**config.mk**
```make
export PLATFORM = sky130hd
export DESIGN_NAME = lsi_sqrt_cell
export DESIGN_NICKNAME = d
export VERILOG_FILES = /design/src/design/lsi_sqrt_cell.sv
export SDC_FILE = /design/constraint.sdc
export NUM_CORES = 1
export LEC_CHECK = 0
export BUFFER_PORTS_ARGS = -buffer_cell sky130_fd_sc_hd__buf_4
export CORE_MARGIN = 2
export CORE_UTILIZATION = 46
export CTS_CLUSTER_DIAMETER = 40
export DETAILED_ROUTE_END_ITERATION = 7
export PLACE_DENSITY = 0.88
export SKIP_LAST_GASP = 1
export SLEW_MARGIN = 30
export SYNTH_ARGS = -nofsm -noshare
export SYNTH_HDL_FRONTEND = slang
export SYNTH_SLANG_ARGS = --single-unit
```
**constraint.sdc**
```tcl
create_clock -name clk -period 3.3 [get_ports clk]
set_input_delay 0.825 -clock clk [delete_from_list [all_inputs] [get_ports clk]]
set_output_delay 0.825 -clock clk [all_outputs]
set_load 0.1 [all_outputs]
```
**src/design/lsi_sqrt_cell.sv**
```systemverilog
// ============================================================================
// lsi_sqrt_cell: one bit of a digit-by-digit integer square root
// Takes two radicand bits, tries the next root bit, hands on to the next cell.
// ============================================================================
module lsi_sqrt_cell #(
  parameter int R_BITS   = 8,
  parameter int PAY_BITS = 1
) (
  input  logic                  clk,
  input  logic                  rst,
  input  logic                  en,
  input  logic                  up_vld,
  input  logic [2*R_BITS-1:0]   up_rad,
  input  logic [R_BITS+1:0]     up_rem,
  input  logic [R_BITS-1:0]     up_root,
  input  logic [PAY_BITS-1:0]   up_pay,
  output logic                  dn_vld,
  output logic [2*R_BITS-1:0]   dn_rad,
  output logic [R_BITS+1:0]     dn_rem,
  output logic [R_BITS-1:0]     dn_root,
  output logic [PAY_BITS-1:0]   dn_pay
);

  localparam int CUR_W = R_BITS + 4;

  logic [CUR_W-1:0] cur;
  logic [CUR_W-1:0] trial;
  logic [CUR_W-1:0] diff;
  logic             ge;

  // trial subtract of 4*root + 1
  always_comb begin
    cur   = {up_rem, up_rad[2*R_BITS-1 -: 2]};
    trial = CUR_W'({up_root, 2'b01});
    diff  = cur - trial;
    ge    = (cur >= trial);
  end

  always_ff @(posedge clk) begin
    if (rst) begin
      dn_vld <= 1'b0;
    end else if (en) begin
      dn_vld <= up_vld;
    end
  end

  always_ff @(posedge clk) begin
    if (en) begin
      dn_rad  <= up_rad << 2;
      dn_rem  <= ge ? diff[R_BITS+1:0] : cur[R_BITS+1:0];
      dn_root <= {up_root[R_BITS-2:0], ge};
      dn_pay  <= up_pay;
    end
  end

endmodule

```
==> reports/results.ini <==
[drt]
viasPerCell=5.229
vias=1281
drt-pass1-iter-count=4
drt_iter0_markers=70
drcViolationCount=0
ant_nets=0
route.detailed.wl_per_inst_um=15.09
wl_um=3698

[floorplan]
die-area_um2=4129
start_util_pct=48.90
die_x_um=64.26
io-pin-count=75
core-area_um2=3416
dieHeight_um=64.26
rows=21

[timing]
post-route-min-period_ns=2.622
hold_ws_ns=0.5008
setup-tns-final_ns=0
rsz0062_at_grt=false
period_share_pct=79.44
fmax_ghz=0.3814
fin_skew_ns=0
slew_violations=0
hold_viol=0
finalSetupViolCount=0

[logic_synthesis]
syn-cell-area_um2=1670
synthFlopType=edfxtp_1
synth_fa_ha_area_share_pct=7.491
syn_avg_cell_area_um2=13.92
muxShareOfSynthArea_pct=8.165
synth-edff-count=33
ys_seq_area_share_pct=60.52
synth_compound_area_share_pct=9.813
syn_inst=120
synth_top_family_by_area=compound AO/OA/AOI/OAI gates
ys_seq_elements=34
synth.distinct_cells=33
synth-simple-area-share_pct=6.592
ys_async_sr_fraction_pct=0
yosys_warnings=0
synth_xor_area_share_pct=3.146

[power_and_ir_drop]
switching_power_w=0.0005475
power.leakage_nw=1.037
switching_share_pct=42.12
ir_worst_vdd_v=0.0001664
pwr-share-seq_pct=41.4
p_int_w=0.0007526
power_frac_comb_pct=42.7
p_clk_share_pct=16.0
power.density_nw_per_um2=564.4

[grt]
antenna_found_initial=0
grt_pass1_vias=1285
grt_max_degree=35
grt_pass1_wl_um=5720
grt-ovfl-total=0
grt_use_total_pct=18.37

[cts]
clkLatencyLatePin_ns=0.32
cts_tree=done
cts-htree-levels=2
cts.path.max_buffers=2
cts-resized-gates=0
cts_inserted_buffers=5
clk_transition_reported_paths_ns=0.10
clockRootBuffer=clkbuf_4
cts_hold_buf=0
clock_sinks=34
cts_setup_buffers=0

[placed_design]
port_buffers=72
gp_congestion=0.8818
place_area_um2=2253
hpwl_um=2962

[finish]
layout_commonest_cell=buf_4
areaGrowthSynthToFinish_pct=37.90
n_antenna_cell=0
fillers=241
final_cell_mix=73 x buf_4, 33 x edfxtp_1, 11 x inv_1
final_nets=247
final_layout_size_suffix_gt1_share_pct=45.73
post-route-cell-area_um2=2303

[worst_hold_path]
min-delay-start=dn_vld
holdPathEnd=dn_vld
min_path_cells=2
hp-class=reg2reg

[worst_setup_path]
ff2ff_path_depth=2
arrival_ns=2.71
r2r_start=dn_vld
critPathRequiredTime_ns=3.39
path_max_fanout=11
r2r_end=dn_vld
path_class=in2reg
endpoint_kind=flip-flop
reg2reg_slack_ns=2.72
startpoint_type=input pin

[run]
cap_violations=0

[run_status]
status=complete, no violations

[worst max-delay path: stages]
cell     delay [ns]
buf_4          0.12
ha_1           0.36
nor2b_4        0.16
o31a_4         0.30
a41oi_1        0.19
o211a_1        0.18
buf_4          0.23
mux2_2         0.35
[synthesized netlist by cell type, types with 2 or more instances]
cell / number / area (um2)
nand3_1: 2 / 10.01
edfxtp_1: 33 / 991.0
nor3_1: 2 / 10.01
xnor2_1: 5 / 43.79
o21ai_0: 5 / 25.02
o211ai_1: 2 / 15.01
nand2b_1: 2 / 12.51
inv_1: 11 / 41.29
nand2_1: 7 / 26.28
mux2_4: 7 / 105.1
a21oi_1: 6 / 30.03
o21a_1: 2 / 15.01
nor2_1: 5 / 18.77
ha_1: 10 / 125.1
mux2i_1: 2 / 20.02
buf_4: 2 / 15.01
[logic make-up after synthesis]
group,after synthesis
adder cells (fa/ha/maj),10
flip-flops,34
multiplexers,10
buffers and inverters,14
AND/OR/NAND/NOR,22
XOR/XNOR,6
other,1
AO/OA/AOI/OAI,23
[layer usage]
metal	vias to the layer above	GRT usage [%]	part of all wire (%)
met5	-	0	0
met1	593	19.95	37
met4	0	7.979	2.4
met2	86	34.24	51
li1	594	-	-
met3	8	3.697	9.1
[worst max-delay path by stage]
stage,from,end,slack (ns)
finish,up_rem[0],dn_rem[9],0.68
global route,up_rem[0],dn_rem[9],0.63
CTS,up_rem[0],dn_rem[9],0.69
detailed placement,up_rem[0],dn_rem[9],0.34
global placement,up_rem[0],dn_rem[9],0.40
floorplan,up_root[0],dn_rem[2],0.63
[state kept, by name (all words and copies together) (netlist names)]
name     cells
dn_pay       1
dn_rem      10
dn_root      8
dn_rad      14
dn_vld       1
[metrics by stage]
stage               instances  setup WS, ns  utilization (%)  total power (W)
floorplan                 121        0.6298                -        0.0009730
CTS                       245        0.6937            67.44         0.001305
global placement          237        0.4006            65.97         0.001089
detailed placement        237        0.3368            65.97         0.001103
global route              245        0.6279            67.44         0.001348
finish                    245        0.6784            67.44         0.001300
[final cells by class]
type	count	area, um2	share of cell area, %
clock inverters	2	8.758	0.3802
multi-input cells	73	595.6	25.86
flip-flops and latches	34	1011	43.89
clock buffers	6	41.29	1.793
repair buffers	73	548.0	23.79
inverters	11	41.29	1.793
well taps	46	57.56	2.499
[power groups by stage]
stage	logic, W	clock network [W]	registers, W
detailed placement	0.000555	0	0.000549
global route	0.000574	0.000232	0.000542
finish	0.000555	0.000207	0.000538
global placement	0.000543	0	0.000546
floorplan	0.000120	0	0.000853
CTS	0.000556	0.000211	0.000539
No activity file was read; power rests on OpenSTA's default activity.
