[config.mk]
export PLATFORM = sky130hd
export DESIGN_NAME = lsi_mul
export DESIGN_NICKNAME = d
export VERILOG_FILES = /design/src/design/lsi_mul.sv
export SDC_FILE = /design/constraint.sdc
export NUM_CORES = 1
export LEC_CHECK = 0
export BUFFER_PORTS_ARGS = -buffer_cell sky130_fd_sc_hd__clkbuf_2
export CORE_ASPECT_RATIO = 1.1
export CORE_MARGIN = 2
export CORE_UTILIZATION = 60
export DETAILED_ROUTE_END_ITERATION = 8
export GPL_TIMING_DRIVEN = 1
export PLACE_DENSITY = 0.79
export SYNTH_ARGS = -nofsm -noshare
export SYNTH_HDL_FRONTEND = slang
export SYNTH_SLANG_ARGS = --single-unit
export TNS_END_PERCENT = 10
[constraint.sdc]
create_clock -name clk -period 3.4 [get_ports clk]
set_input_delay 0.34 -clock clk [delete_from_list [all_inputs] [get_ports clk]]
set_output_delay 0.34 -clock clk [all_outputs]
set_load 0.02 [all_outputs]
[src/design/lsi_mul.sv]
// ============================================================================
// lsi_mul: three-stage unsigned multiplier built from half-width products
// Stage 1 forms four partial products, stage 2 adds the cross terms,
// stage 3 assembles the full product.
// ============================================================================
module lsi_mul #(
  parameter int A_BITS = 8,
  parameter int B_BITS = 8
) (
  input  logic                     clk,
  input  logic                     en,
  input  logic [A_BITS-1:0]        a,
  input  logic [B_BITS-1:0]        b,
  output logic [A_BITS+B_BITS-1:0] p
);

  localparam int AL = A_BITS / 2;
  localparam int AH = A_BITS - AL;
  localparam int BL = B_BITS / 2;
  localparam int BH = B_BITS - BL;
  localparam int PW = A_BITS + B_BITS;

  logic [AL+BL-1:0] ll;
  logic [AL+BH-1:0] lh;
  logic [AH+BL-1:0] hl;
  logic [AH+BH-1:0] hh;
  logic [AL+BL-1:0] ll2;
  logic [AH+BH-1:0] hh2;
  logic [PW-1:0]    mid;

  // partial products
  always_ff @(posedge clk) begin
    if (en) begin
      ll <= a[AL-1:0] * b[BL-1:0];
      lh <= a[AL-1:0] * b[B_BITS-1:BL];
      hl <= a[A_BITS-1:AL] * b[BL-1:0];
      hh <= a[A_BITS-1:AL] * b[B_BITS-1:BL];
    end
  end

  // cross terms
  always_ff @(posedge clk) begin
    if (en) begin
      mid <= (PW'(lh) << BL) + (PW'(hl) << AL);
      ll2 <= ll;
      hh2 <= hh;
    end
  end

  // final sum
  always_ff @(posedge clk) begin
    if (en) begin
      p <= (PW'(hh2) << (AL + BL)) + mid + PW'(ll2);
    end
  end

endmodule

==> run_results.csv <==
group,metric,value,unit
outcome,status,"complete, no violations",
yosys,ys.flop_type,"edfxtp_1",
route,vias_per_cell,5.33,
clock_network,cts_max_level,3,
die,ios,34,
placement,io_buffer_count,33,
yosys,synthCells,381,
clock_network,clock_latency,340,ps
clock_network,cts_tree,"yes",
global_route,grt_pass1_vias,2929,
yosys,synth_edf_count,73,
die,die_area,8590,µm²
yosys,synthesis.area,4720,µm²
worst_setup_path,slowest_delay,550,ps
timing,finalCriticalPeriod,2690,ps
layout,final_common_cell,"edfxtp_1",
global_route,antenna_found_initial,0,
placement,post-place-cells,519,
worst_setup_path,crit_type,"in -> reg",
clock_network,post_cts_resized,0,
worst_setup_path,arrival,2780,ps
layout,drive_above_1_share,0.133,
layout,diodes,0,
layout,mostFrequentLayoutCells,"edfxtp_1, ha_1, and2_1",
layout,fin_nets,526,
route,via_count,2849,
yosys,yosysWarnings,0,
worst_setup_path,start_kind,"input pin",
route,wl_met1,3260,µm
clock_network,holdBufCountCts,0,
worst_setup_path,slowest_stage,"fa_1",
yosys,synth_nets,482,
timing,final_max_slew_viol_count,0,
power_and_ir_drop,p_per_area,539,nW/µm²
worst_setup_path,crit_path_max_fanout,8,
worst_setup_path,path_buf_inv,2,
flow_run,cap_violations,0,
placement,hpwl,5850,µm
clock_network,cts.sinks,73,
die,initial_core_util,0.625,
timing,setup_viol,0,
power_and_ir_drop,p_leak,0.00235,µW
yosys,postSynthAreaPerCell,12.4,µm²
clock_network,cts_root_buf,"clkbuf_8",
layout,final_cells,535,
worst_hold_path,hold_class,"in -> reg",
route,drtAntennaViolNets,0,
clock_network,post_cts_buffers,0,
worst_setup_path,cp-end-kind,"register",
clock_network,cts_buffers,9,
global_route,globalRouteOverflowTotal,0,
timing,fin_setup_tns,0,ps
timing,period_share,0.790,
yosys,yosys_register_bits,73,
clock_network,clk_pin_slew_worst_paths,70,ps
route,wl_met2,3810,µm
die,die_h,97.0,µm
layout,area.growth.synth_to_final,10.2,%
timing,fin_skew,6.60,ps
die,die-width,88.6,µm
route,topRoutingLayerUsed,"met4",
route,firstDrtPassIters,4,
yosys,yosysUniqueCellTypes,40,
global_route,grt_pass1_wl,13000,µm
global_route,grt_usage,0.197,
power_and_ir_drop,ir_worst_vdd,0.000234,V
worst_setup_path,cp_cell_sequence,"clkbuf_2, nand2_1, fa_1, inv_1, fa_1, ha_1, a21o_1, a21oi_1, o21bai_1, a21oi_1, xnor2_1",
die,core_area,7560,µm²
worst_setup_path,cp.required,3500,ps
yosys,ys_async_sr_fraction,0,
route,drc,0,
route,drt-initial-drc-count,79,
die,row_count,33,
timing,rsz0062_at_grt,"false",
timing,worst_pin_slew,859,ps
route,post_drt_wl_per_cell,14.0,µm
route,wl_met3,223,µm
yosys,seq_area_frac_synth,0.464,
clock_network,cts_max_path_buffers,2,
global_route,grt_max_degree,39,
timing,hold_viol,0,
timing,max_freq,372,MHz
route,drt-total-wl,7500,µm
timing,slew-limit-headroom,0.427,
worst_setup_path,crit_family,"adder cells",
placement,gp_congestion,0.814,
cell type report:
type                            count  area (µm²)
Sequential cell                    73        2190
Timing Repair Buffer               34         185
Fill cell                         578        2350
Inverter                           40         150
Tap cell                          105         131
Clock buffer                        9         124
Multi-Input combinational cell    267        2370
Clock inverter                      7        47.5
Yosys cell counts (all sizes together) (2+ instances only):
cell     n  area (µm²)
fa      18         360
o21bai   4        30.0
ha      65         813
xor2     4        35.0
a21boi   3        26.3
nand3    5        25.0
nor2b    2        20.0
nand2   18        67.6
inv     40         150
xnor2   23         201
o21ai   10        50.1
edfxtp  73        2190
a21o    10        75.1
nand4    3        18.8
or3      2        12.5
nor2    10        37.5
o21a     2        15.0
and2    51         323
a21oi   22         110
o211ai   2        20.0
sequential cells by signal, summed over array words and instances (netlist names):
| signal | cells |
|---|---|
| mid | 9 |
| lh | 8 |
| hh | 8 |
| ll2 | 8 |
| hh2 | 8 |
| p | 16 |
| ll | 8 |
| hl | 8 |
metrics by stage:
stage          power, µW  cell area [µm²]  hold WS, ps  worst slack [ps]   util
2_1_floorplan       2010             4720          400               700      -
3_3_place_gp        2200             5030          404               419  0.666
3_5_place_dp        2250             5030          405               343  0.666
4_1_cts             2830             5200          389               718  0.689
5_1_grt             2990             5200          418               560  0.689
6_report            2810             5200          400               714  0.689
power by group:
| group | switching (µW) | internal (µW) | leakage, µW | total [µW] |
|---|---|---|---|---|
| registers | 49.3 | 1230 | 0.000711 | 1280 |
| logic | 534 | 411 | 0.00156 | 945 |
| clock network | 317 | 261 | 0.0000749 | 578 |
| total | 901 | 1900 | 0.00235 | 2810 |
kinds of logic (layout without fill, tap and decap cells):
family,count (synthesis),in the layout,share of synthesized area
flip-flops,73,73,0.464
AO/OA/AOI/OAI,59,59,0.0862
buffers and inverters,41,90,0.0329
adder cells (fa/ha/maj),83,83,0.249
AND/OR/NAND/NOR,98,98,0.118
XOR/XNOR,27,27,0.0501
worst paths after layout:
| path | startpoint | endpoint | slack (ps) | depth (start not counted) |
|---|---|---|---|---|
| worst min register to register | ll[0]$_DFFE_PP_ | ll2[0]$_DFFE_PP_ | 420 | 0 |
| worst max register to register | ll2[4]$_DFFE_PP_ | p[10]$_DFFE_PP_ | 1430 | 8 |
| worst max-delay path | a[0] | lh[7]$_DFFE_PP_ | 710 | 11 |
| worst min-delay path | b[0] | hl[0]$_DFFE_PP_ | 400 | 2 |
layer usage:
layer / up-vias / track usage
li1: 1427 / -
met1: 1347 / 0.253
met2: 61 / 0.320
met3: 14 / 0.0316
met4: 0 / 0.0944
met5: - / 0
Note: power is estimated with default switching activity, not from simulation.
