File: config.mk
export PLATFORM = sky130hd
export DESIGN_NAME = lsi_div_cell
export DESIGN_NICKNAME = d
export VERILOG_FILES = /design/src/design/lsi_pkg.sv /design/src/design/lsi_div_cell.sv
export SDC_FILE = /design/constraint.sdc
export NUM_CORES = 1
export LEC_CHECK = 0
export BUFFER_PORTS_ARGS = -buffer_cell sky130_fd_sc_hd__buf_2
export CAP_MARGIN = 20
export CELL_PAD_IN_SITES_DETAIL_PLACEMENT = 1
export CELL_PAD_IN_SITES_GLOBAL_PLACEMENT = 2
export CORE_UTILIZATION = 29
export CTS_CLUSTER_DIAMETER = 150
export DETAILED_ROUTE_END_ITERATION = 12
export PLACE_DENSITY_LB_ADDON = 0.1
export SETUP_SLACK_MARGIN = 0.4
export SLEW_MARGIN = 20
export SYNTH_ARGS = -nofsm -noshare
export SYNTH_HDL_FRONTEND = slang
export SYNTH_SLANG_ARGS = --single-unit
export TNS_END_PERCENT = 1
File: constraint.sdc
create_clock -name clk -period 2.8 [get_ports clk]
set_clock_uncertainty 0.1 [all_clocks]
set_input_delay 0.14 -clock clk [delete_from_list [all_inputs] [get_ports clk]]
set_output_delay 0.14 -clock clk [all_outputs]
set_load 0.01 [all_outputs]
File: src/design/lsi_pkg.sv
// ============================================================================
// lsi_pkg: shared types and constants for the line/sphere intersection unit
// Request and response payloads, per-lane status flags and the time clamp.
// ============================================================================
package lsi_pkg;

  localparam int COORD_BITS  = 24;
  localparam int RADIUS_BITS = COORD_BITS - 1;
  localparam int TIME_BITS   = 40;

  localparam logic [TIME_BITS-1:0] TIME_MAX = {1'b0, {(TIME_BITS-1){1'b1}}};
  localparam logic [TIME_BITS-1:0] TIME_MIN = {1'b1, {(TIME_BITS-1){1'b0}}};

  // Track and sphere description
  typedef struct packed {
    logic signed [COORD_BITS-1:0] origin_x;
    logic signed [COORD_BITS-1:0] origin_y;
    logic signed [COORD_BITS-1:0] origin_z;
    logic signed [COORD_BITS-1:0] velocity_x;
    logic signed [COORD_BITS-1:0] velocity_y;
    logic signed [COORD_BITS-1:0] velocity_z;
    logic signed [COORD_BITS-1:0] center_x;
    logic signed [COORD_BITS-1:0] center_y;
    logic signed [COORD_BITS-1:0] center_z;
    logic        [RADIUS_BITS-1:0] radius;
  } lsi_req_t;

  // Crossing times, signed fixed point
  typedef struct packed {
    logic                        hit;
    logic signed [TIME_BITS-1:0] time_enter;
    logic signed [TIME_BITS-1:0] time_exit;
  } lsi_rsp_t;

  // Status carried alongside the two divider lanes (lane 0 enter, lane 1 exit)
  typedef struct packed {
    logic       hit;
    logic [1:0] neg;
    logic [1:0] sat;
  } lsi_flags_t;

  // Floor of a signed quotient from magnitude quotient, clamped to the time range
  function automatic logic [TIME_BITS-1:0] clamp_time(
    input logic [TIME_BITS-1:0] quo,
    input logic                 inexact,
    input logic                 neg,
    input logic                 sat
  );
    logic [TIME_BITS-1:0] up;
    logic [TIME_BITS-1:0] res;
    up = quo + TIME_BITS'(inexact);
    if (neg && (sat || quo[TIME_BITS-1])) begin
      res = TIME_MIN;
    end else if (neg) begin
      res = -up;
    end else if (sat || quo[TIME_BITS-1]) begin
      res = TIME_MAX;
    end else begin
      res = quo;
    end
    return res;
  endfunction

endpackage

File: src/design/lsi_div_cell.sv
// ============================================================================
// lsi_div_cell: one quotient bit of a restoring divide, two lanes
// Both lanes share the divisor; lane 0 is the entry time, lane 1 the exit.
// ============================================================================
module lsi_div_cell #(
  parameter int V_BITS = 8
) (
  input  logic                                      clk,
  input  logic                                      rst,
  input  logic                                      en,
  input  logic                                      up_vld,
  input  logic [V_BITS-1:0]                         up_vv,
  input  logic [1:0][V_BITS-1:0]                    up_rem,
  input  logic [1:0][lsi_pkg::TIME_BITS-1:0]        up_low,
  input  logic [1:0][lsi_pkg::TIME_BITS-1:0]        up_quo,
  input  lsi_pkg::lsi_flags_t                       up_flags,
  output logic                                      dn_vld,
  output logic [V_BITS-1:0]                         dn_vv,
  output logic [1:0][V_BITS-1:0]                    dn_rem,
  output logic [1:0][lsi_pkg::TIME_BITS-1:0]        dn_low,
  output logic [1:0][lsi_pkg::TIME_BITS-1:0]        dn_quo,
  output lsi_pkg::lsi_flags_t                       dn_flags
);

  localparam int TB = lsi_pkg::TIME_BITS;

  logic [1:0][V_BITS:0] cur;
  logic [1:0][V_BITS:0] diff;
  logic [1:0]           ge;

  // shift in the next dividend bit and try the divisor
  always_comb begin
    for (int l = 0; l < 2; l++) begin
      cur[l]  = {up_rem[l], up_low[l][TB-1]};
      diff[l] = cur[l] - {1'b0, up_vv};
      ge[l]   = (cur[l] >= {1'b0, up_vv});
    end
  end

  always_ff @(posedge clk) begin
    if (rst) begin
      dn_vld <= 1'b0;
    end else if (en) begin
      dn_vld <= up_vld;
    end
  end

  always_ff @(posedge clk) begin
    if (en) begin
      for (int l = 0; l < 2; l++) begin
        dn_rem[l] <= ge[l] ? diff[l][V_BITS-1:0] : cur[l][V_BITS-1:0];
        dn_low[l] <= up_low[l] << 1;
        dn_quo[l] <= {up_quo[l][TB-2:0], ge[l]};
      end
      dn_vv    <= up_vv;
      dn_flags <= up_flags;
    end
  end

endmodule

==> results by group, run 1 <==
STA
  – Final Hold Viols: 0
  – Max-Slew Margin vs Limit: between 60% and 70%
  – Endpoints failing setup: 0
  – Pins Over Slew Limit: 0
  – Fmax: 423 MHz
  – Min cycle time layout: roughly 2.4 ns
  – Worst slew pin tran: ~0.57 ns
  – RSZ-0062 raised after global routing: yes
  – Post-route setup TNS: 0 ns
  – Final period util: a little over four fifths

Global route
  – GR peak layer: met2
  – Met1 global-route usage: between 10% and 20%
  – Initial antenna violation count: 3
  – First-pass GRT wire length: 33300 um
  – Congestion Overflow GR: 0
  – Largest net degree at the start of global routing: 67
  – Vias in the first global route: around 5700
  – Grt met3 use: 4.48%
  – Met2 usage: a little over a third
  – Total GRT Usage: 19.1%

Route
  – DR pass1 iterations: 4
  – DRT iter0 DRCs: 285
  – Wirelength per Cell: between 15 and 20 um
  – Vias per cell: approximately 4.3
  – Antenna Nets Post-Route: 0
  – # DRC: 0
  – Routed WL: 22800 um
  – Via count: a little over 5000

Finish
  – Commonest non-fill, non-tap cell in the layout: buf_2
  – Nets: around 1100
  – Fillers: between 2000 and 2500
  – Area of the multi-input gates: roughly 950 um^2
  – Most frequent cells in the layout: 377 x buf_2, 187 x edfxtp_1, 184 x dlygate4sd3_1, 17 x inv_1, 17 x clkbuf_16
  – Share of layout cells above drive strength 1: a little under half
  – Post-route cell area: roughly 11000 um^2
  – Register area: 5640 um^2
  – Layout area overhead: 70.4%

Placed design
  – Buffers on Ports: 378
  – Global placer's final weighted congestion: a little under 0.8
  – Hpwl dp: between 15000 and 20000 um
  – Cell Area, Placed: 8960 um^2

Synthesis
  – Synth area leaders: edfxtp_1 84%, ha_1 3.0%, mux2_4 1.3%
  – Compound-Gate Fraction of Synth Area: under 10%
  – EDFF count, synth: approximately 190
  – Post-Syn Area per Cell: about 21 um^2
  – Synth unique cells: 43
  – Post-Synth Simple-Gate Area: about 2.4%
  – Post-synth top area share: between 80% and 90%
  – Synthesized flop and latch total: 188
  – Synth async-reset ratio: 0%
  – Synth warn: 0
  – Seq/Total Area, Yosys: between 80% and 90%
  – Main synth FF type: edfxtp_1
  – Cell taking the most area after synthesis: edfxtp_1
  – Post-synthesis mux area share: under 10%
  – Mapped Cells: 320
  – Post-Synth XOR/XNOR Area: less than 1%
  – Synth Cell Area: 6690 um^2
  – Post-synthesis adder-cell area fraction: under 10%
  – Largest family of logic cells by synthesized area: compound AO/OA/AOI/OAI gates

Setup path
  – Setup crit start kind: primary input
  – Critical Path RT: approximately 2.9 ns
  – Slowest CP cell: dlygate4sd3_1
  – Worst EP arrival: roughly 2.4 ns
  – WS Path Type: primary input to flip-flop
  – Worst-path cell chain: buf_2 > dlygate4sd3_1 > inv_1 > ha_1 > or2b_1 > a21oi_1 > o21ai_1 > a41oi_4 > mux2_2
  – Crit-path max FO: 8
  – Nature of the critical path endpoint: flip-flop
  – Peak per-stage delay on the critical path: around 0.54 ns
  – Worst R2R Setup Slack: roughly 1.6 ns

Die
  – I/O pin total: 383
  – Initial Util: 29.5%
  – Num rows: 55
  – Die height: 154 um
  – Die X: approximately 150 um
  – Die area: ~24000 um^2
  – Area of the core: 22600 um^2

CTS
  – # Post-CTS Setup Buffers: 0
  – Clock latency on the worst-skew pair: 0.43 ns
  – CTS HTree Levels: 4
  – Clock Tree Buf Depth: 2
  – CTS clk-pin slew, worst paths: around 0.060 ns
  – Num CTS Buffers: 17
  – Root buf cell: clkbuf_16
  – CTS tree: built
  – CTS sink count: about 190

Run status
  – Status: complete, no violations

Power
  – VDD IR-drop max: around 0.37 mV
  – PD cells: approximately 600 nW/um^2
  – Cell leakage power: approximately 0.0049 uW

Min path
  – HP Class: primary input to flip-flop

Job
  – Max_cap viols: 0
[cells in the mapped netlist, types with 2 or more instances]
library cell	n
a211o_1	2
a211oi_1	2
a21o_1	5
a21oi_1	6
a311o_1	2
buf_2	2
buf_4	2
edfxtp_1	187
fa_1	2
ha_1	16
inv_1	17
mux2_2	5
mux2_4	6
mux2i_1	5
nand2_1	4
nand2b_1	2
nand3_1	4
nor2_1	7
nor2b_1	2
nor3_1	7
nor4_1	2
o21a_1	3
o21ai_0	5
o31a_1	2
xnor2_1	5
[power breakdown]
part | internal, uW | total [uW] | switching [uW] | leakage [uW]
clock network | 1190 | 2360 | 1170 | 0.000277
registers | 3370 | 3430 | 61.7 | 0.00184
logic | 544 | 1070 | 529 | 0.00279
total | 5100 | 6860 | 1760 | 0.00491
[sequential cells by signal (all words and copies together) (netlist names)]
register,count
dn_vld,1
dn_rem,16
dn_flags,5
dn_quo,80
dn_low,78
dn_vv,8
[metal layers]
layer | vias up | part of all wire, %
met5 | - | 0
met4 | 0 | 2.6
met3 | 38 | 5.6
met2 | 191 | 56
met1 | 2548 | 36
li1 | 2421 | -
[path summary, 6_finish.rpt]
path | startpoint | endpoint | cells past startpoint
worst min-delay path | up_rem[8] | dn_rem[9]$_DFFE_PP_ | 3
worst max-delay path | up_low[79] | dn_rem[10]$_DFFE_PP_ | 9
worst min register to register | dn_vld$_SDFFE_PP0P_ | dn_vld$_SDFFE_PP0P_ | 3
worst max register to register | dn_vld$_SDFFE_PP0P_ | dn_vld$_SDFFE_PP0P_ | 3
[kinds of logic (layout without fill, tap and decap cells)]
logic type                 after synthesis  in the layout
other                                    1              5
muxes                                   16             16
AOI/OAI and AO/OA                       36             36
adders and majority gates               18             18
xor gates and xnor gates                 6              6
buffers and inverters                   23            614
DFF                                    188            188
and+or+nand+nor                         32             32
[layout make-up]
type / instances / share of cell area, %
flip-flops and latches: 188 / 49.5
repair buffers: 566 / 33.3
clock inverters: 14 / 1.36
clock buffers: 17 / 3.73
diodes: 3 / 0.0659
well taps: 285 / 3.13
multi-input cells: 110 / 8.34
inverters: 17 / 0.560
[critical path: cells and delay by family]
family,cells,cell delay (ns)
adders and majority gates,1,0.26
muxes,1,0.39
buffers and inverters,3,0.72
and+or+nand+nor,1,0.23
AOI/OAI and AO/OA,3,0.69
[metrics by stage]
stage	hold slack (ns)	utilization [%]	power [uW]	setup slack [ns]	std cells
final	0.0430	50.3	6860	0.436	1200
after global routing	0.0673	50.3	7120	0.319	1200
after CTS	0.0280	50.3	6940	0.420	1197
after detailed placement	0.200	39.6	4350	0.317	982
after global placement	0.201	39.6	4320	0.353	982
after floorplan	0.112	-	3840	0.747	321
[repair_timing]
action                                  CTS  global route
endpoints found under the setup margin    0            13
hold endpoints to repair                183             0
hold buffers                            184             0
resized for setup                         0             1
Note: power is estimated with default switching activity, not from simulation.
==> run 2: changes to the inputs <==
- ABC_AREA: default -> 1
- CORE_UTILIZATION: 29 -> 28
- clock period: 2.8 -> 2.4 ns (I/O delays scaled with it)
==> run 2 against run 1 <==
Global-route usage rose by 0.071 points; worst hold slack better by 0.069 ns; synthesized cell count rose by 28%; setup slack gained 0.081 ns; largest power group unchanged; highest routed layer unchanged.
==> results by group, run 2 <==
Run status
  – Status: complete, no violations

Setup path
  – Critical Path RT: 2.48 ns (-0.39 ns)
  – WP depth: 12 (+3)
  – Worst EP arrival: 1.96 ns (-0.48 ns)
  – Setup crit start kind: primary input
  – RR Endpoint: dn_vld$_SDFFE_PP0P_
  – Peak per-stage delay on the critical path: 0.52 ns (-0.02 ns)
  – Reg-to-Reg Start: dn_vld$_SDFFE_PP0P_
  – Nature of the critical path endpoint: flip-flop
  – WS Path Type: primary input to flip-flop
  – Slowest CP cell: dlygate4sd3_1
  – Worst-path cell chain: dlygate4sd3_1 > buf_2 > inv_1 > ha_1 > inv_2 > nor2_1 > nand2_1 > nor2_4 > nor2_4 > nand2_8 > nand2_1 > nand2_1
  – Crit-path max FO: 9 (+1)
  – FF-to-FF path depth: 3 (unchanged)
  – CP startpoint: up_vv[7]
  – Worst R2R Setup Slack: 1.17 ns (-0.40 ns)
  – Cell mode on critical path: nand2_1
  – CP endpoint: dn_rem[7]$_DFFE_PP_
  – Crit-path leading delay family: buffers and inverters
  – Buf/Inv on CP: 4 (+1)

Min path
  – HP Class: primary input to flip-flop

Route
  – Wirelength per Cell: 18.9 um (-0.58%)
  – DR pass1 iterations: 4 (unchanged)
  – # DRC: 0 (unchanged)
  – Routed WL: 25100 um (+10%)
  – Via count: 5570 (+7.2%)
  – Antenna Nets Post-Route: 0 (unchanged)
  – DRT iter0 DRCs: 272 (-4.6%)
  – Vias per cell: 4.19 (-3.2%)

Power
  – Clk pwr share: 35.9% (+1.5 points)
  – Cell leakage power: 0.00522 uW (+6.3%)
  – Comb pwr share: 15.8% (+0.2 points)
  – Sw Share: 26.5% (+0.87 points)
  – VDD IR-drop max: 0.485 mV (+30%)
  – Tot Pwr: 8280 uW (+21%)
  – Net switching power: 2200 uW (+25%)
  – PD cells: 701 nW/um^2 (+16%)
  – Pint: 6080 uW (+19%)
  – Flop pwr share: 48.3% (-1.7 points)

Finish
  – Biggest regs: dn_quo x80, dn_low x78, dn_rem x16
  – Share of layout cells above drive strength 1: 44.7% (-2.6 points)
  – Commonest non-fill, non-tap cell in the layout: buf_2
  – Fillers: 2594 (+9.7%)
  – Max reg flops: 80 (unchanged)
  – Most frequent cells in the layout: 376 x buf_2, 187 x edfxtp_1, 187 x dlygate4sd3_1, 87 x nand2_1, 34 x inv_1
  – Largest Register: dn_quo
  – Nets: 1207 (+8.6%)
  – Layout area overhead: 72.5%

Global route
  – Initial antenna violation count: 1 (-2)
  – Vias in the first global route: 6105 (+7.6%)
  – Total GRT Usage: 19.2% (+0.071 points)
  – Largest net degree at the start of global routing: 53 (-21%)
  – First-pass GRT wire length: 34700 um (+4.0%)
  – Congestion Overflow GR: 0 (unchanged)

Synthesis
  – Count leader, synth: edfxtp_1
  – Mapped Cells: 408 (+28%)
  – Top post-synthesis cells by count: 187 x edfxtp_1, 87 x nand2_1, 38 x inv_1
  – Post-Syn Area per Cell: 16.8 um^2 (-20%)
  – Cell taking the most area after synthesis: edfxtp_1
  – Seq/Total Area, Yosys: 82.2% (-2.1 points)
  – EDFF count, synth: 187 (unchanged)
  – Main synth FF type: edfxtp_1
  – Synth Cell Area: 6850 um^2 (+2.5%)
  – Synth async-reset ratio: 0% (unchanged)
  – Synth area leaders: edfxtp_1 82%, nand2_1 4.8%, ha_1 2.9%
  – Post-synth top area share: 81.9% (-2.1 points)
  – Synth warn: 0 (unchanged)
  – Synth unique cells: 25 (-42%)
  – Synthesized flop and latch total: 188 (unchanged)

Die
  – Num rows: 56 (+1.8%)
  – Area of the core: 23800 um^2 (+4.9%)
  – I/O pin total: 383 (unchanged)
  – Die area: 25100 um^2 (+6.1%)
  – Die height: 158 um (+3.0%)
  – Initial Util: 28.9% (-0.67 points)
  – Die X: 158 um (+3.0%)

CTS
  – CTS clk-pin slew, worst paths: 0.08 ns (+0.02 ns)
  – CTS sink count: 188 (unchanged)
  – Clock latency on the worst-skew pair: 0.42 ns (about the same)
  – Root buf cell: clkbuf_16
  – CTS HTree Levels: 4 (unchanged)
  – Num CTS Buffers: 17 (unchanged)
  – CTS tree: built
  – Clock Tree Buf Depth: 2 (unchanged)

Job
  – Max_cap viols: 0 (unchanged)

Placed design
  – Buffers on Ports: 378 (unchanged)
  – Global placer's final weighted congestion: 0.752 (-4.3%)
  – Hpwl dp: 18100 um (+13%)

STA
  – Fmax: roughly 530 MHz
  – RSZ-0062 raised after global routing: yes
  – Final Hold Viols: 0 (unchanged)
  – Final period util: about four fifths
  – Min cycle time layout: 1.88 ns
  – Endpoints failing setup: 0 (unchanged)
  – Post-route setup TNS: 0 ns (unchanged)
  – Pins Over Slew Limit: 0 (unchanged)
[run 2: cell count changes after synthesis, moves of 4 or more]
cell,change
nand2_1,+83
nand3_1,+24
inv_1,+21
nor3_1,-7
mux2_4,-6
a21o_1,-5
mux2_2,-5
o21ai_0,-5
mux2i_1,-4
[run 2: layer usage]
layer  global-route usage [%]  share of wire (%)  routed length, um  vias to the layer above
met5                        0                  0                  0                        -
met4                     6.68                2.0                502                        0
met3                     6.48                7.6               1910                       26
met2                     37.3                 56              14000                      200
met1                     18.5                 34               8600                     2706
li1                         -                  -                  -                     2638
[run 2: how the worst min path moves through the flow]
stage | cells past startpoint | to | slack (ns) | from
6_report | 5 | dn_rem[11]$_DFFE_PP_ | 0.11 | up_rem[15]
5_1_grt | 5 | dn_rem[11]$_DFFE_PP_ | 0.12 | up_rem[15]
4_1_cts | 5 | dn_rem[11]$_DFFE_PP_ | 0.12 | up_rem[15]
3_3_place_gp | 2 | dn_vld$_SDFFE_PP0P_ | 0.18 | rst
2_1_floorplan | 1 | dn_vld$_SDFFE_PP0P_ | 0.09 | rst
3_5_place_dp | 2 | dn_vld$_SDFFE_PP0P_ | 0.18 | rst
[run 2: cells by family (layout without fill, tap and decap cells)]
| group | count (synthesis) | count (layout) | synth area share [%] |
|---|---|---|---|
| simple gates | 141 | 143 | 9.80 |
| xor+xnor | 6 | 6 | 0.767 |
| buf+inv | 44 | 642 | 2.74 |
| mux | 1 | 1 | 0.146 |
| compound gates | 9 | 9 | 0.767 |
| fa+ha+maj | 18 | 18 | 3.50 |
| other cells | 1 | 3 | 0.0547 |
| flops | 188 | 188 | 82.2 |
[run 2: final cells by class]
cell class | instances | area [um^2] | share of cell area, %
Antenna cell | 1 | 2.50 | 0.0212
Clock buffer | 17 | 425 | 3.60
Clock inverter | 15 | 208 | 1.76
Inverter | 40 | 150 | 1.27
Multi-Input combinational cell | 179 | 1150 | 9.74
Sequential cell | 188 | 5640 | 47.7
Tap cell | 319 | 399 | 3.38
Timing Repair Buffer | 570 | 3850 | 32.6
[run 2: what timing repair did]
item	CTS	global route
gates resized for setup	0	19
hold endpoints to repair	186	0
setup buffers	0	1
endpoints found under the setup margin	0	16
hold buffers	187	0
[run 2: stage by stage]
step | util (%) | setup slack (ns) | cells | hold WS (ns) | area (um^2)
5_1_grt | 49.8 | 0.400 | 1329 | 0.118 | 11800
2_1_floorplan | - | 0.855 | 409 | 0.0924 | 6860
3_5_place_dp | 38.6 | 0.466 | 1106 | 0.183 | 9180
3_3_place_gp | 38.6 | 0.479 | 1106 | 0.180 | 9180
4_1_cts | 49.2 | 0.425 | 1325 | 0.117 | 11700
6_report | 49.8 | 0.516 | 1329 | 0.112 | 11800
[run 2: worst min-delay path, delay by kind of cell]
kind	cells	cell delay [ns]
buffers and inverters	1	0.10
and+or+nand+nor	4	0.31
[run 2: power groups by stage]
stage,registers (uW),clock network (uW),logic (uW)
after floorplan,4230,0,255
after global placement,4050,0,1020
after detailed placement,4070,0,1030
after CTS,4000,3060,1290
after global routing,4030,3180,1430
final,4000,2970,1310
==> run 3: changes to the inputs <==
- clock period: 2.4 -> 1.96 ns (I/O delays scaled with it)
==> run 3 against run 2 <==
Non-clock buffer count increased by 8; sequential share of layout area increased by 0.43 points; clock-buffer cell count did not move; utilization fell by 0.44 points; worst hold slack got worse by 0.010 ns; critical path type unchanged; largest cell class unchanged; setup slack better by 0.043 ns; clock power grew 14%; final area fell by 0.89%; critical endpoint unchanged; register-to-register slack got worse by 0.45 ns; die area is the same; cell count increased by 0.60%; combinational power is 21% higher.
==> results by group, run 3 (synthesized netlist as in run 2, its figures left out) <==
Setup path
  – Slowest CP cell: ha_1
  – Nature of the critical path endpoint: flip-flop
  – Crit-path leading delay family: simple AND/OR/NAND/NOR gates
  – Peak per-stage delay on the critical path: 0.36 ns (-0.16 ns)
  – Cell mode on critical path: nand2_1
  – Setup crit start kind: primary input
  – Worst-path cell chain: buf_2 > inv_1 > ha_1 > nand2_1 > nand2_1 > nand2_1 > nand2_1 > nor2_4 > nand2_8 > nand2_1 > nand2_1
  – Buf/Inv on CP: 2 (-2)
  – WS Path Type: primary input to flip-flop
  – Crit-path max FO: 9 (unchanged)
  – Critical Path RT: 2.05 ns (-0.43 ns)
  – Worst EP arrival: 1.49 ns (-0.47 ns)

Run status
  – Status: complete, no violations

Die
  – Num rows: 56 (unchanged)
  – Die X: 158 um (unchanged)
  – Area of the core: 23800 um^2 (unchanged)
  – Initial Util: 28.9% (unchanged)
  – Die area: 25100 um^2 (unchanged)
  – I/O pin total: 383 (unchanged)
  – Die height: 158 um (unchanged)

STA
  – Final Hold Viols: 0 (unchanged)
  – Post-route setup TNS: 0 ns (unchanged)
  – Final period util: 71.5%
  – Hold Slack: 0.101 ns (-0.0103 ns)
  – Fmax: between 700 and 800 MHz
  – Min cycle time layout: roughly 1.4 ns
  – RSZ-0062 raised after global routing: no
  – Pins Over Slew Limit: 0 (unchanged)
  – Endpoints failing setup: 0 (unchanged)

Global route
  – Met2 usage: 37.5% (+0.19 points)
  – Vias in the first global route: 6015 (-1.5%)
  – Met1 global-route usage: 19.5% (+1.1 points)
  – First-pass GRT wire length: 35200 um (+1.5%)
  – GR peak layer: met2
  – Total GRT Usage: 19.5% (+0.37 points)
  – Congestion Overflow GR: 0 (unchanged)
  – Largest net degree at the start of global routing: 55 (+3.8%)
  – Initial antenna violation count: 4 (+3)
  – Grt met3 use: 6.23% (-0.24 points)

CTS
  – CTS clk-pin slew, worst paths: 0.08 ns (about the same)
  – Root buf cell: clkbuf_16
  – CTS tree: built
  – CTS sink count: 188 (unchanged)
  – Num CTS Buffers: 17 (unchanged)
  – Clock Tree Buf Depth: 2 (unchanged)
  – CTS HTree Levels: 4 (unchanged)
  – Post-CTS Resized: 0 (unchanged)
  – Clock latency on the worst-skew pair: 0.43 ns (about the same)

Finish
  – Layout area overhead: 70.9%
  – Register area: 5640 um^2 (unchanged)
  – Nets: 1213 (+0.50%)
  – Share of layout cells above drive strength 1: 43.4% (-1.3 points)
  – Fillers: 2572 (-0.85%)
  – Fin util: 49.3% (-0.44 points)
  – Layout Cells excl Fill: 1337 (+0.60%)
  – Commonest non-fill, non-tap cell in the layout: buf_2
  – Most frequent cells in the layout: 377 x buf_2, 187 x edfxtp_1, 187 x dlygate4sd3_1, 87 x nand2_1, 38 x inv_1
  – Area of the multi-input gates: 1030 um^2 (-10%)
  – Biggest regs: dn_quo x80, dn_low x78, dn_rem x16
  – Largest Register: dn_quo
  – Max reg flops: 80 (unchanged)

Route
  – Antenna Nets Post-Route: 0 (unchanged)
  – # DRC: 0 (unchanged)
  – DR pass1 iterations: 4 (unchanged)
  – Wirelength per Cell: 18.8 um (-0.40%)
  – Routed WL: 25100 um (+0.20%)
  – Via count: 5605 (+0.63%)
  – DRT iter0 DRCs: 295 (+8.5%)
  – Vias per cell: 4.19 (about the same)

Placed design
  – Buffers on Ports: 378 (unchanged)
  – Global placer's final weighted congestion: 0.772 (+2.7%)
  – Hpwl dp: 18600 um (+2.6%)
  – DP Cell Count: 1115 (+0.81%)

Power
  – Tot Pwr: 9880 uW (+19%)
  – PD cells: 843 nW/um^2 (+20%)
  – Cell leakage power: 0.00525 uW (+0.52%)
  – VDD IR-drop max: 0.465 mV (-4.1%)

Min path
  – HP Class: primary input to flip-flop

Job
  – Max_cap viols: 0 (unchanged)
## run 3: what timing repair did
item,4_1_cts,5_1_grt
endpoints found under the hold margin,186,0
hold buffers,187,0
setup buffers,0,0
## run 3: worst register-to-register path, delay by kind of cell (launching register included)
family | cells | cell delay [ns]
simple gates | 1 | 0.05
buf+inv | 1 | 0.54
mux | 1 | 0.12
flops | 1 | 0.31
## run 3: metrics by stage
step,worst slack [ns],instance area [um^2]
final,0.559,11700
after global routing,0.414,11700
after global placement,0.0953,9260
after floorplan,0.437,6860
after CTS,0.552,11700
after detailed placement,0.0860,9260
## run 3: power by group
group | switching (uW) | leakage (uW) | internal [uW]
Combinational | 830 | 0.00313 | 757
Clock | 1690 | 0.000280 | 1700
Sequential | 88.6 | 0.00184 | 4810
Total | 2610 | 0.00525 | 7270
## run 3: final cells by class
class / count / share of cell area [%]
Clock inverter: 14 / 1.31
Clock buffer: 17 / 3.63
Multi-Input combinational cell: 177 / 8.83
Tap cell: 319 / 3.41
Antenna cell: 4 / 0.0854
Timing Repair Buffer: 578 / 33.4
Sequential cell: 188 / 48.1
Inverter: 40 / 1.28
## run 3: metal layers
layer	wire [um]	share of wire [%]	vias to the layer above
met4	395	1.6	0
met2	14100	56	195
met3	1820	7.2	27
met5	0	0	-
li1	-	-	2651
met1	8800	35	2732
## run 3: worst paths after layout
path / startpoint / slack (ns) / cells past startpoint / to
setup / recovery: up_vv[6] / 0.56 / 11 / dn_rem[7]$_DFFE_PP_
hold / removal: up_rem[15] / 0.10 / 5 / dn_quo[40]$_DFFE_PP_
setup reg to reg: dn_vld$_SDFFE_PP0P_ / 0.72 / 3 / dn_vld$_SDFFE_PP0P_
hold reg to reg: dn_vld$_SDFFE_PP0P_ / 0.95 / 3 / dn_vld$_SDFFE_PP0P_
